**src/rtl/assert_macros.svh**
```systemverilog
// Assertion helpers shared by the RTL files.
// Every macro samples on clk and is disabled while rst_n is low.
`ifndef ASSERT_MACROS_SVH
`define ASSERT_MACROS_SVH

// Same-cycle implication
`define RAWU_ASSERT_IMP(lbl, ante, cons) \
  lbl: assert property (@(posedge clk) disable iff (!rst_n) (ante) |-> (cons)) \
    else $error("rawu: same-cycle check failed");

// Next-cycle implication
`define RAWU_ASSERT_NXT(lbl, ante, cons) \
  lbl: assert property (@(posedge clk) disable iff (!rst_n) (ante) |=> (cons)) \
    else $error("rawu: next-cycle check failed");

`endif

```
**src/rtl/rawu_pkg.sv**
```systemverilog
package rawu_pkg;

  // Field widths
  localparam int SAMPLE_W    = 16;
  localparam int MEAN_W      = 16;
  localparam int HELD_W      = 9;
  localparam int IN_TDATA_W  = 16;
  localparam int OUT_TDATA_W = 32;
  localparam int OUT_PAD_W   = OUT_TDATA_W - MEAN_W - HELD_W;

  // Default window and the widths that follow from it
  localparam int WINDOW_DEF = 4;
  localparam int SUM_W_DEF  = SAMPLE_W + $clog2(WINDOW_DEF);
  localparam int CNT_W_DEF  = $clog2(WINDOW_DEF + 1);

  // Sequencer states
  typedef enum logic [2:0] {
    ST_IDLE,
    ST_SUB,
    ST_LOAD,
    ST_DIV,
    ST_HOLD
  } rawu_state_t;

  // Divider status toward the sequencer
  typedef struct packed {
    logic busy;
    logic done;
  } rawu_div_stat_t;

endpackage

```
**src/rtl/rawu_serdiv.sv**
```systemverilog
// Bit-serial restoring divider: signed dividend by unsigned nonzero divisor,
// quotient truncated toward zero. One quotient bit per cycle.
module rawu_serdiv #(
  parameter int DVD_W = rawu_pkg::SUM_W_DEF,
  parameter int DVS_W = rawu_pkg::CNT_W_DEF
) (
  input  logic                        clk,
  input  logic                        rst_n,
  input  logic                        start_i,
  input  logic [DVD_W-1:0]            dvd_i,
  input  logic [DVS_W-1:0]            dvs_i,
  output rawu_pkg::rawu_div_stat_t    stat_o,
  output logic [rawu_pkg::MEAN_W-1:0] quo_o
);
  import rawu_pkg::*;

  localparam int STEP_W = $clog2(DVD_W + 1);

  logic              busy_r;
  logic              done_r;
  logic [STEP_W-1:0] step_r;
  logic              neg_r;
  logic [DVD_W-1:0]  quo_r;
  logic [DVS_W-1:0]  rem_r;
  logic [DVS_W-1:0]  dvs_r;

  logic [DVS_W:0]    rem_sh;
  logic              ge;
  logic [DVS_W:0]    diff;
  logic [DVS_W-1:0]  rem_nxt;
  logic [DVD_W-1:0]  res_full;

  // one restoring step: bring in next dividend bit, try subtract
  always_comb begin
    rem_sh  = {rem_r, quo_r[DVD_W-1]};
    ge      = (rem_sh >= {1'b0, dvs_r});
    diff    = rem_sh - {1'b0, dvs_r};
    rem_nxt = ge ? diff[DVS_W-1:0] : rem_sh[DVS_W-1:0];
  end

  // step control
  always_ff @(posedge clk) begin
    if (!rst_n) begin
      busy_r <= 1'b0;
      done_r <= 1'b0;
      step_r <= '0;
    end else begin
      done_r <= 1'b0;
      if (start_i) begin
        busy_r <= 1'b1;
        step_r <= STEP_W'(DVD_W);
      end else if (busy_r) begin
        step_r <= step_r - 1'b1;
        if (step_r == STEP_W'(1)) begin
          busy_r <= 1'b0;
          done_r <= 1'b1;
        end
      end
    end
  end

  // shift registers: dividend bits leave at the top, quotient bits enter below
  always_ff @(posedge clk) begin
    if (start_i) begin
      neg_r <= dvd_i[DVD_W-1];
      quo_r <= dvd_i[DVD_W-1] ? (~dvd_i + 1'b1) : dvd_i;
      rem_r <= '0;
      dvs_r <= dvs_i;
    end else if (busy_r) begin
      quo_r <= {quo_r[DVD_W-2:0], ge};
      rem_r <= rem_nxt;
    end
  end

  // restore sign; magnitude of the mean always fits the sample range
  assign res_full    = neg_r ? (~quo_r + 1'b1) : quo_r;
  assign quo_o       = res_full[MEAN_W-1:0];
  assign stat_o.busy = busy_r;
  assign stat_o.done = done_r;

endmodule

```
**src/rtl/running_average_window_unit.sv**
```systemverilog
// Channel | Dir | Handshake             | Word
// in_     | in  | in_tvalid/in_tready   | tdata[15:0] sample
// out_    | out | out_tvalid/out_tready | tdata[15:0] mean, [24:16] held, rest zero
//
// A new sample is taken only after the previous mean is in the output register.
// SUM_W = 16 + clog2(WINDOW); the bit-serial divider produces one quotient bit per cycle.
// Reset (rst_n low, synchronous) empties the window; store contents stay stale.
// A finished result sits in the output register, so the next word is taken
// while it waits; the divider's result holds until that register frees up.
`include "assert_macros.svh"

module running_average_window_unit #(
  parameter int WINDOW = rawu_pkg::WINDOW_DEF
) (
  input  logic                             clk,
  input  logic                             rst_n,
  input  logic                             in_tvalid,
  output logic                             in_tready,
  input  logic [rawu_pkg::IN_TDATA_W-1:0]  in_tdata,   // [15:0] sample
  output logic                             out_tvalid,
  input  logic                             out_tready,
  output logic [rawu_pkg::OUT_TDATA_W-1:0] out_tdata   // [15:0] mean, [24:16] held
);
  import rawu_pkg::*;

  localparam int SUM_W = SAMPLE_W + $clog2(WINDOW);
  localparam int CNT_W = $clog2(WINDOW + 1);
  localparam int POS_W = (WINDOW > 1) ? $clog2(WINDOW) : 1;
  localparam logic [CNT_W-1:0] WIN_CNT  = CNT_W'(WINDOW);
  localparam logic [POS_W-1:0] LAST_POS = POS_W'(WINDOW - 1);

  rawu_state_t              state_r, state_nxt;
  logic [POS_W-1:0]         pos_r;
  logic [CNT_W-1:0]         cnt_r;
  logic signed [SUM_W-1:0]  sum_r;
  logic signed [SAMPLE_W-1:0] smp_r;
  logic signed [SAMPLE_W-1:0] rd_r;
  logic [SAMPLE_W-1:0]      win_mem [WINDOW];

  logic                     out_valid_r;
  logic [MEAN_W-1:0]        out_mean_r;
  logic [HELD_W-1:0]        out_held_r;

  logic signed [SAMPLE_W-1:0] in_smp;
  logic                     accept;
  logic                     full;
  logic                     out_free;
  logic                     out_load;
  logic                     div_start;
  rawu_div_stat_t           div_stat;
  logic [MEAN_W-1:0]        div_quo;

  assign in_smp   = in_tdata[SAMPLE_W-1:0];
  assign accept   = in_tvalid && in_tready;
  assign full     = (cnt_r == WIN_CNT);
  assign out_free = !out_valid_r || out_tready;

  // sequencer state register
  always_ff @(posedge clk) begin
    if (!rst_n) state_r <= ST_IDLE;
    else        state_r <= state_nxt;
  end

  // next state and strobes
  always_comb begin
    state_nxt = state_r;
    in_tready = 1'b0;
    div_start = 1'b0;
    out_load  = 1'b0;
    unique case (state_r)
      ST_IDLE: begin
        in_tready = 1'b1;
        if (in_tvalid) state_nxt = ST_SUB;
      end
      ST_SUB:  state_nxt = ST_LOAD;
      ST_LOAD: begin
        div_start = 1'b1;
        state_nxt = ST_DIV;
      end
      ST_DIV: begin
        if (div_stat.done) begin
          if (out_free) begin
            out_load  = 1'b1;
            state_nxt = ST_IDLE;
          end else begin
            state_nxt = ST_HOLD;
          end
        end
      end
      ST_HOLD: begin
        if (out_free) begin
          out_load  = 1'b1;
          state_nxt = ST_IDLE;
        end
      end
      default: state_nxt = ST_IDLE;
    endcase
  end

  // window bookkeeping: add new sample on accept; in the next cycle drop oldest if full, else count it
  always_ff @(posedge clk) begin
    if (!rst_n) begin
      pos_r <= '0;
      cnt_r <= '0;
      sum_r <= '0;
    end else if (accept) begin
      sum_r <= sum_r + SUM_W'(in_smp);
    end else if (state_r == ST_SUB) begin
      if (full) sum_r <= sum_r - SUM_W'(rd_r);
      else      cnt_r <= cnt_r + 1'b1;
      pos_r <= (pos_r == LAST_POS) ? '0 : pos_r + 1'b1;
    end
  end

  // sample store: read oldest on accept, overwrite it in the next cycle
  always_ff @(posedge clk) begin
    if (accept) begin
      smp_r <= in_smp;
      rd_r  <= win_mem[pos_r];
    end
    if (state_r == ST_SUB) win_mem[pos_r] <= smp_r;
  end

  rawu_serdiv #(
    .DVD_W (SUM_W),
    .DVS_W (CNT_W)
  ) u_div (
    .clk     (clk),
    .rst_n   (rst_n),
    .start_i (div_start),
    .dvd_i   (sum_r),
    .dvs_i   (cnt_r),
    .stat_o  (div_stat),
    .quo_o   (div_quo)
  );

  // output register
  always_ff @(posedge clk) begin
    if (!rst_n) begin
      out_valid_r <= 1'b0;
    end else if (out_load) begin
      out_valid_r <= 1'b1;
    end else if (out_tready) begin
      out_valid_r <= 1'b0;
    end
  end

  always_ff @(posedge clk) begin
    if (out_load) begin
      out_mean_r <= div_quo;
      out_held_r <= HELD_W'(cnt_r);
    end
  end

  assign out_tvalid = out_valid_r;
  assign out_tdata  = {{OUT_PAD_W{1'b0}}, out_held_r, out_mean_r};

  // checks
  `RAWU_ASSERT_IMP(a_rdy_div_idle, in_tready, !div_stat.busy)
  `RAWU_ASSERT_IMP(a_cnt_range, 1'b1, cnt_r <= WIN_CNT)
  `RAWU_ASSERT_IMP(a_done_in_div, div_stat.done, state_r == ST_DIV)
  `RAWU_ASSERT_NXT(a_acc_to_sub, accept, state_r == ST_SUB)
  `RAWU_ASSERT_IMP(a_out_held_nz, out_valid_r, out_held_r != '0)

endmodule
```
**config.mk**
```make
export PLATFORM = sky130hd
export DESIGN_NAME = running_average_window_unit
export DESIGN_NICKNAME = d
export VERILOG_FILES = /design/src/rtl/rawu_pkg.sv /design/src/rtl/rawu_serdiv.sv /design/src/rtl/running_average_window_unit.sv
export VERILOG_INCLUDE_DIRS = /design/src /design/src/rtl
export SDC_FILE = /design/constraint.sdc
export NUM_CORES = 1
export LEC_CHECK = 0
export BUFFER_PORTS_ARGS = -buffer_cell sky130_fd_sc_hd__buf_2
export CAP_MARGIN = 25
export CORE_MARGIN = 5
export CORE_UTILIZATION = 25
export CTS_CLUSTER_DIAMETER = 100
export CTS_CLUSTER_SIZE = 24
export DETAILED_ROUTE_END_ITERATION = 8
export PLACE_DENSITY = 0.51
export SYNTH_ARGS = -nofsm -noshare
export SYNTH_HDL_FRONTEND = slang
export SYNTH_HIERARCHICAL = 1
export SYNTH_SLANG_ARGS = --single-unit
```
**constraint.sdc**
```tcl
create_clock -name clk -period 7.8 [get_ports clk]
set_clock_uncertainty 0.1 [all_clocks]
set_input_delay 0.39 -clock clk [delete_from_list [all_inputs] [get_ports clk]]
set_output_delay 0.39 -clock clk [all_outputs]
set_load 0.005 [all_outputs]
```
# Yosys cells after proc, flatten, opt, wreduce, memory -nomap -nowiden
# Memory sizes are Yosys's and may differ from the RTL's. A register that Yosys moved wholly into a read port is not among the register bits.
# Index checks and enable logic that the tools add are counted.
[word_totals] ff_bits=94 ram_bits=64 in_bits=20 out_inout_bits=34 elab_cells=85 memories=1
[op_classes] n_addsub=8 n_lt_le_gt_ge=1 eq_ne=10 muxes=29 bitwise=6 reduce_logical=14
[mem_list] memory="win_mem" depth=4 word_bits=16 rd=1 rd_ports_with_merged_regs=1 wr=1 line="running_average_window_unit.sv:38" text="logic [SAMPLE_W-1:0] win_mem [WINDOW];"
[ops] operator="18-bit two-way mux" count=6
[ops] operator="18-bit by 1-bit adder with 18-bit output, second input constant" count=1
[ops] operator="18-bit by 16-bit adder with 18-bit output" count=1
[ops] operator="18-bit inverter" count=1
[ops] operator="18-bit by 16-bit subtractor with 18-bit output" count=1
[ops] operator="16-bit by 1-bit adder with 16-bit output, second input constant" count=1
[ops] operator="16-bit two-way mux" count=1
[ops] operator="16-bit inverter" count=1
[ops] operator="3-bit two-way mux" count=5
[ops] operator="3-bit case mux with 5 select lines" count=1
[ops] operator="1-bit two-way mux" count=12
[ops] operator="5-bit two-way mux" count=2
[ops] operator="2-bit nonzero test" count=4
[ops] operator="3-bit by 2-bit == test with 1-bit output, second input constant" count=2
[ops] operator="3-bit == test, second input constant" count=2
[ops] operator="3-bit AND reduction" count=2
[ops] operator="5-bit by 1-bit == test with 1-bit output, second input constant" count=1
[ops] operator="5-bit by 1-bit subtractor with 5-bit output, second input constant" count=1
[ops] operator="4-bit by 3-bit >= comparator with 1-bit output" count=1
[ops] operator="2-bit inequality test, second input constant" count=2
[ops] operator="1-bit inverter" count=4
[ops] operator="2-bit AND reduction" count=2
[ops] operator="3-bit by 1-bit adder with 3-bit output, second input constant" count=1
[ops] operator="3-bit by 1-bit == test with 1-bit output, second input constant" count=1
[ops] operator="other kinds (12)" count=12

# Depth between registers and ports, before layout
# Gate-level depths: netlist (run 1).
[depth] word_depth=6 mapped_depth=15 ltp_nobuf=15

# Cells and area by module
# Netlist (run 1), hierarchy kept.
[modules_own_cells] mod="running_average_window_unit" instances=1 cells_per_inst=483 area_per_inst_um2=6359.8 seq_area_each_um2=3993.8
[modules_own_cells] mod="rawu_serdiv" instances=1 cells_per_inst=224 area_per_inst_um2=2123.3 seq_area_each_um2=860.8

# Worst setup path after synthesis (run 1)
# No wires, ideal clock.
[synth_path] kind="register -> register" start="reg state_r[0]" end="reg sum_r[14]" setup_ns=0.086 arrival_time_ns=4.189 required_time_ns=7.614 path_slack_ns=3.425 stages_incl_launch_ff=15 n_path_buf=2 synth_period_minus_slack_ns=4.375 path_cell_list="dfxtp_1 > nor3_1 > and2_1 > clkbuf_1 > buf_1 > o21ai_0 > ha_1 > fa_1 > a211oi_1 > o21bai_1 > a21oi_1 > o21ai_0 > a21oi_1 > xor2_1 > a211oi_1"
[synth_between] elab_chain_len=5 elab_cells_between_ends=8 cone_classes="eq/ne (1); mux (2); reduce/logical (5)"
[synth_lines] element="start, declared" line="running_average_window_unit.sv:32" text="rawu_state_t state_r, state_nxt;"
[synth_lines] element="start signal, assigned" line="running_average_window_unit.sv:61" text="else state_r <= state_nxt;"
[synth_lines] element="3-bit logical NOT *" line="running_average_window_unit.sv:70" text="unique case (state_r)"
[synth_lines] element="1-bit two-way mux *" line="running_average_window_unit.sv:70"
[synth_lines] element="via in_tready" line="running_average_window_unit.sv:18" text="output logic in_tready,"
[synth_lines] element="1-bit logical AND *" line="running_average_window_unit.sv:54" text="assign accept = in_tvalid && in_tready;"
[synth_lines] element="via accept" line="running_average_window_unit.sv:45" text="logic accept;"
[synth_lines] element="2-bit nonzero test (no line)"
[synth_lines] element="2-bit AND reduction (no line)"
[synth_lines] element="end signal, assigned" line="running_average_window_unit.sv:107" text="sum_r <= sum_r + SUM_W'(in_smp);"
[synth_lines] element="end signal, assigned" line="running_average_window_unit.sv:109" text="if (full) sum_r <= sum_r - SUM_W'(rd_r);"
[synth_lines] element="end, declared" line="running_average_window_unit.sv:35" text="logic signed [SUM_W-1:0] sum_r;"
# Mark *: on every way through the listed nets, which the timed path passes. The rest lies on a longest branch.
# A chain may end at the register's enable or synchronous reset.

# Worst setup path in the final report (run 1)
[layout_path] start="reg state_r[0]" end="reg sum_r[14]"
[layout_between] elab_chain_len=5 elab_cells_between_ends=8 cone_classes="eq/ne (1); mux (2); reduce/logical (5)"
[layout_lines] element="3-bit logical NOT" line="running_average_window_unit.sv:70"
[layout_lines] element="1-bit two-way mux" line="running_average_window_unit.sv:70"
[layout_lines] element="1-bit logical AND" line="running_average_window_unit.sv:54"
[layout_lines] element="2-bit nonzero test (no line)"
[layout_lines] element="2-bit AND reduction (no line)"
# Several ways; a longest one is shown, not always the timed one.

==> results of run 1 <==
## flip-flops by register name (all words and copies together) (netlist names)
register / flops
pos_r: 2
state_r: 3
rd_r: 16
u_div/busy_r: 1
u_div/step_r: 5
u_div/rem_r: 3
smp_r: 16
win_mem: 64
out_mean_r: 16
u_div/dvs_r: 3
u_div/neg_r: 1
u_div/done_r: 1
out_held_r: 3
u_div/quo_r: 18
cnt_r: 3
out_tvalid: 1
sum_r: 18
## layout make-up
class	instances	area share, %
clock buffers	17	4.394
clock inverters	15	1.486
inverters	24	0.9305
multi-input cells	475	34.65
flip-flops and latches	174	50.14
well taps	448	5.790
repair buffers	46	2.610
## metrics by stage
step	setup WS (ns)	hold slack, ns	total power [mW]	util, %	cell area, um2
after floorplan	3.425	0.3540	1.545	-	8521
after global placement	3.977	0.3780	1.652	27.13	9097
after detailed placement	3.955	0.3787	1.653	27.13	9097
after CTS	3.920	0.03116	2.477	28.83	9667
after global routing	3.520	0.02620	2.585	28.87	9682
final	3.956	0.04456	2.446	28.87	9682
## how the worst min path moves through the flow
stage,cells past startpoint,end,startpoint
floorplan,0,out_held_r[0],cnt_r[0]
global placement,0,win_mem[2][7],smp_r[7]
detailed placement,0,win_mem[0][11],smp_r[11]
CTS,1,smp_r[12],in_tdata[12]
global route,1,smp_r[4],in_tdata[4]
finish,1,smp_r[4],in_tdata[4]
## where the power goes
| part | internal (mW) | leakage [nW] | switching (mW) |
|---|---|---|---|
| sequential | 1.09 | 1.56 | 0.0808 |
| combinational | 0.192 | 1.49 | 0.262 |
| clock | 0.424 | 0.276 | 0.392 |
| total | 1.71 | 3.33 | 0.735 |
## worst max-delay path, stage by stage (launching register included)
cell and delay (ns):
dfxtp_1 0.38, nor3_1 0.23, and2_2 0.17, buf_4 0.56, o21ai_0 0.22, ha_1 0.26, fa_1 0.42, a211oi_1 0.30
o21bai_1 0.13, a21oi_1 0.23, o21ai_0 0.18, a21oi_1 0.20, xor2_1 0.08, a211oi_1 0.21
## metal layers
metal | global-route usage (%) | share of wire, % | vias to the layer above
met5 | 0 | 0 | -
met4 | 2.500 | 1.1 | 0
met3 | 2.050 | 3.4 | 14
met2 | 13.84 | 45 | 80
met1 | 12.42 | 50 | 2469
li1 | - | - | 2677
==> impl_metrics.tcl, run 1 <==
set metrics [dict create \
    layout_min_cycle_time_ns 3.844 \
    die_h_um 194.1 \
    clk_pin_slew_ns 0.08 \
    r2r-end "sum_r[14]" \
    core-area_um2 33530 \
    criticalPathCategory "reg2reg" \
    gp_congestion 0.7710 \
    p_leak_nw 3.334 \
    r2r_cells 13 \
    die_w_um 194.1 \
    start_util_pct 25.28 \
    firstDrtPassIters 4 \
    final_hold_viol_count 0 \
    wl_per_cell_um 13.87 \
    overflow 0 \
    num-fill-cells 3434 \
    crit-reg2reg-launch "state_r[0]" \
    synth.avg_cell_area_um2 12.01 \
    stdcell_count 1199 \
    setup_viol 0 \
    reg2reg_slack_ns 3.96 \
    cts_buffers 17 \
    drv_slew 0 \
    dieArea_um2 37680 \
    clock.fmax_ghz 0.2602 \
    ant_nets 0 \
    cts_root_buf "clkbuf_16" \
    slew_headroom_pct 37.01 \
    cts_max_level 4 \
    core.rowCount 67 \
    post_cts_resized 0 \
    status "complete, no violations" \
    fin_nets 791 \
    post-route-period-util_pct 49.28 \
    dp.cells 1166 \
    first_global_vias 5080 \
    track_usage_pct 8.871 \
    grt_max_degree 69 \
    hold_buffers 0 \
    worstPathRequired_ns 8.02 \
    syn_to_final_growth_pct 14.23 \
    antenna_found_initial 0 \
    post_cts_buffers 0 \
    drtIter0Drc 297 \
    drv_cap 0 \
    rsz0062_at_grt "false" \
    drc 0 \
    wl_mm 16.63 \
    grt_pass1_wl_mm 27.19 \
    dp_hpwl_mm 11.60 \
    dr_total_vias 5240 \
    vias_per_cell 4.370 \
    clk_latency_ns 0.43 \
    diodes 0 \
    cp-end-kind "flop" \
    arrival_ns 4.06 \
    final_cell_mix "edfxtp_1 (137), nand2_1 (69), a21oi_1 (50), nor2_1 (47), buf_2 (40)" \
    ir_drop_uv 161.2 \
    regArea_um2 4855 \
    numPortBuffers 40 \
    crit_start "state_r[0]" \
    hold_path.class "in2reg" \
    clkSinkCount 174 \
    worstPathMaxFanout 68 \
    syn_area_um2 8476 \
    cts.path.max_buffers 2 \
    io_pins 54 \
    final_common_cell "edfxtp_1" \
    worst_slew_pin_slew_ns 0.9435 \
    multi_input_area_um2 3354 \
    setup_tns_ns 0 \
    cts_tree "done" \
    startpoint_type "flop" \
    yosys_warnings 6 \
    drive_gt1_share_pct 15.18 \
    cp-endpoint "sum_r[14]" \
    p_per_area_nw_per_um2 252.6 \
    netlist_instances 706 \
]
(Power assumes the default switching activity.)
==> run 2: changes to the inputs <==
--- a/config.mk
+++ b/config.mk
@@ -6,6 +6,7 @@
 export SDC_FILE = /design/constraint.sdc
 export NUM_CORES = 1
 export LEC_CHECK = 0
+export ABC_AREA = 1
 export BUFFER_PORTS_ARGS = -buffer_cell sky130_fd_sc_hd__buf_2
 export CAP_MARGIN = 25
 export CORE_MARGIN = 5
==> constraint.sdc (replaced) <==
create_clock -name clk -period 3.7 [get_ports clk]
set_clock_uncertainty 0.1 [all_clocks]
set_input_delay 0.185 -clock clk [delete_from_list [all_inputs] [get_ports clk]]
set_output_delay 0.185 -clock clk [all_outputs]
set_load 0.005 [all_outputs]
==> impl_metrics.tcl, run 2 <==
set metrics [dict create \
    status "complete, no violations" \
    post_cts_resized 0 \
    yosys_warnings 6 \
    synth.avg_cell_area_um2 9.422 \
    regMostFlops "win_mem" \
    cts.path.max_buffers 2 \
    final_hold_viol_count 0 \
    grt_max_degree 39 \
    reg_top3 "win_mem (64), sum_r (18), u_div/quo_r (18)" \
    setup_tns_ns 0 \
    grt_busiest_layer "met2" \
    setup_slack_ns 0.5769 \
    path_buf_inv 2 \
    drv_cap 0 \
    slew_headroom_pct 49.66 \
    ir_drop_uv 410.8 \
    cts_tree "done" \
    netlist_instances 941 \
    drv_slew 0 \
    clk_pin_slew_ns 0.07 \
    post_cts_buffers 0 \
    clk_latency_ns 0.43 \
    first_global_vias 6107 \
    r2r-end "sum_r[14]" \
    core.rowCount 69 \
    clock.fmax_ghz 0.3202 \
    io_pins 54 \
    grt_use_met3_pct 2.365 \
    switchingPower_mw 3.787 \
    reg2reg_slack_ns 0.58 \
    cp_top_family "simple AND/OR/NAND/NOR gates" \
    criticalPathCategory "reg2reg" \
    grt_pass1_wl_mm 31.06 \
    clkSinkCount 174 \
    die_w_um 198.3 \
    firstDrtPassIters 4 \
    wl_per_cell_um 12.75 \
    final_common_cell "nand2_1" \
    p_per_area_nw_per_um2 878.2 \
    use_met2_pct 16.06 \
    diodes 0 \
    overflow 0 \
    path_cells "nor2_4, nand3_4, inv_4, o21ai_0, ha_1, fa_1, nand3_1, nand2_1, nand3_1, nand2_1, nand3b_1, nand2_1, nand2_1, nand2_1, o21bai_1, inv_1" \
    power.share.sequential_pct 38.0 \
    cts_root_buf "clkbuf_16" \
    layout_min_cycle_time_ns 3.123 \
    final_core_util_pct 29.15 \
    num-fill-cells 3652 \
    worst_slew_pin_slew_ns 0.7543 \
    p_sw_share_pct 41.90 \
    arrival_ns 3.35 \
    wl_mm 18.84 \
    numPortBuffers 40 \
    dieArea_um2 39330 \
    gp_congestion 0.7934 \
    p_leak_nw 4.204 \
    crit_top_cell "nand2_1" \
    drc 0 \
    cts_buffers 17 \
    post-route-period-util_pct 84.41 \
    min_from "in_tvalid" \
    start_util_pct 25.11 \
    syn_to_final_growth_pct 16.07 \
    worstPathRequired_ns 3.93 \
    worstPathMaxFanout 38 \
    hold_buffers 17 \
    crit-reg2reg-launch "state_r[2]" \
    vias_per_cell 4.263 \
    cp-end-kind "flop" \
    fin_nets 1056 \
    track_usage_pct 9.934 \
    dp_hpwl_mm 13.48 \
    drtIter0Drc 350 \
    antenna_found_initial 0 \
    regArea_um2 4855 \
    hold_path.class "in2reg" \
    clockPowerShare_pct 18.9 \
    die_h_um 198.3 \
    r2r_cells 16 \
    ant_nets 0 \
    hold-path-cell-count 3 \
    dr_total_vias 6296 \
    largest_register_ffs 64 \
    multi_input_area_um2 3415 \
    syn_area_um2 8866 \
    final_cell_mix "nand2_1 (163), edfxtp_1 (137), nor2_1 (115), inv_1 (106), o21ai_0 (65)" \
    rsz0062_at_grt "false" \
    whs_endpoint "state_r[2]" \
    startpoint_type "flop" \
    drive_gt1_share_pct 11.42 \
    setup_viol 0 \
    core-area_um2 35310 \
    critical_path.max_stage_delay_ns 0.44 \
    place_ws_ns 0.5308 \
    pwr-share-comb_pct 43.1 \
    cts_max_level 4 \
    use_met1_pct 13.56 \
    cpMaxStageDelayCell "fa_1" \
    p_int_mw 5.251 \
]
==> run 2: layout make-up <==
class / instances / area share [%]
Timing Repair Buffer: 67 / 4.401
Inverter: 114 / 4.182
Tap cell: 461 / 5.605
Multi-Input combinational cell: 629 / 33.18
Sequential cell: 174 / 47.17
Clock buffer: 17 / 4.134
Clock inverter: 15 / 1.325
==> run 2: stage by stage <==
| step | power (mW) | hold WS (ns) | cell area [um2] | instances |
|---|---|---|---|---|
| finish | 9.038 | 0.06724 | 10290 | 1477 |
| global route | 9.896 | 0.1152 | 10290 | 1477 |
| CTS | 9.121 | 0.05373 | 10280 | 1476 |
| detailed placement | 7.377 | 0.2832 | 9544 | 1427 |
| global placement | 7.342 | 0.2838 | 9544 | 1427 |
| floorplan | 6.388 | 0.1839 | 8911 | 953 |
==> run 2: power groups by stage <==
stage	Clock, mW	Combinational [mW]	Sequential, mW
final	1.71	3.90	3.43
after global routing	1.84	4.54	3.52
after CTS	1.75	3.94	3.43
after detailed placement	0	3.91	3.47
after global placement	0	3.87	3.47
after floorplan	0	3.07	3.32
==> run 2: worst reg2reg max path: cells and delay by family (launching register included) <==
family | cells | cell delay (ns)
AND/OR/NAND/NOR | 10 | 1.06
buffers and inverters | 2 | 0.47
adder cells (fa/ha/maj) | 2 | 0.71
flip-flops | 1 | 0.37
AO/OA/AOI/OAI | 2 | 0.32
==> run 2: layer usage <==
layer | vias to the layer above | part of all wire (%)
met1 | 2916 | 50
met2 | 76 | 46
met5 | - | 0
met4 | 0 | 0.84
met3 | 12 | 3.6
li1 | 3292 | -
==> run 2: worst max path at each step <==
stage	startpoint	endpoint	cells after the start
final	state_r[2]	sum_r[14]	16
after global routing	state_r[2]	sum_r[14]	16
after CTS	state_r[2]	sum_r[14]	16
after detailed placement	state_r[2]	sum_r[14]	16
after global placement	state_r[2]	sum_r[14]	16
after floorplan	state_r[2]	sum_r[14]	17
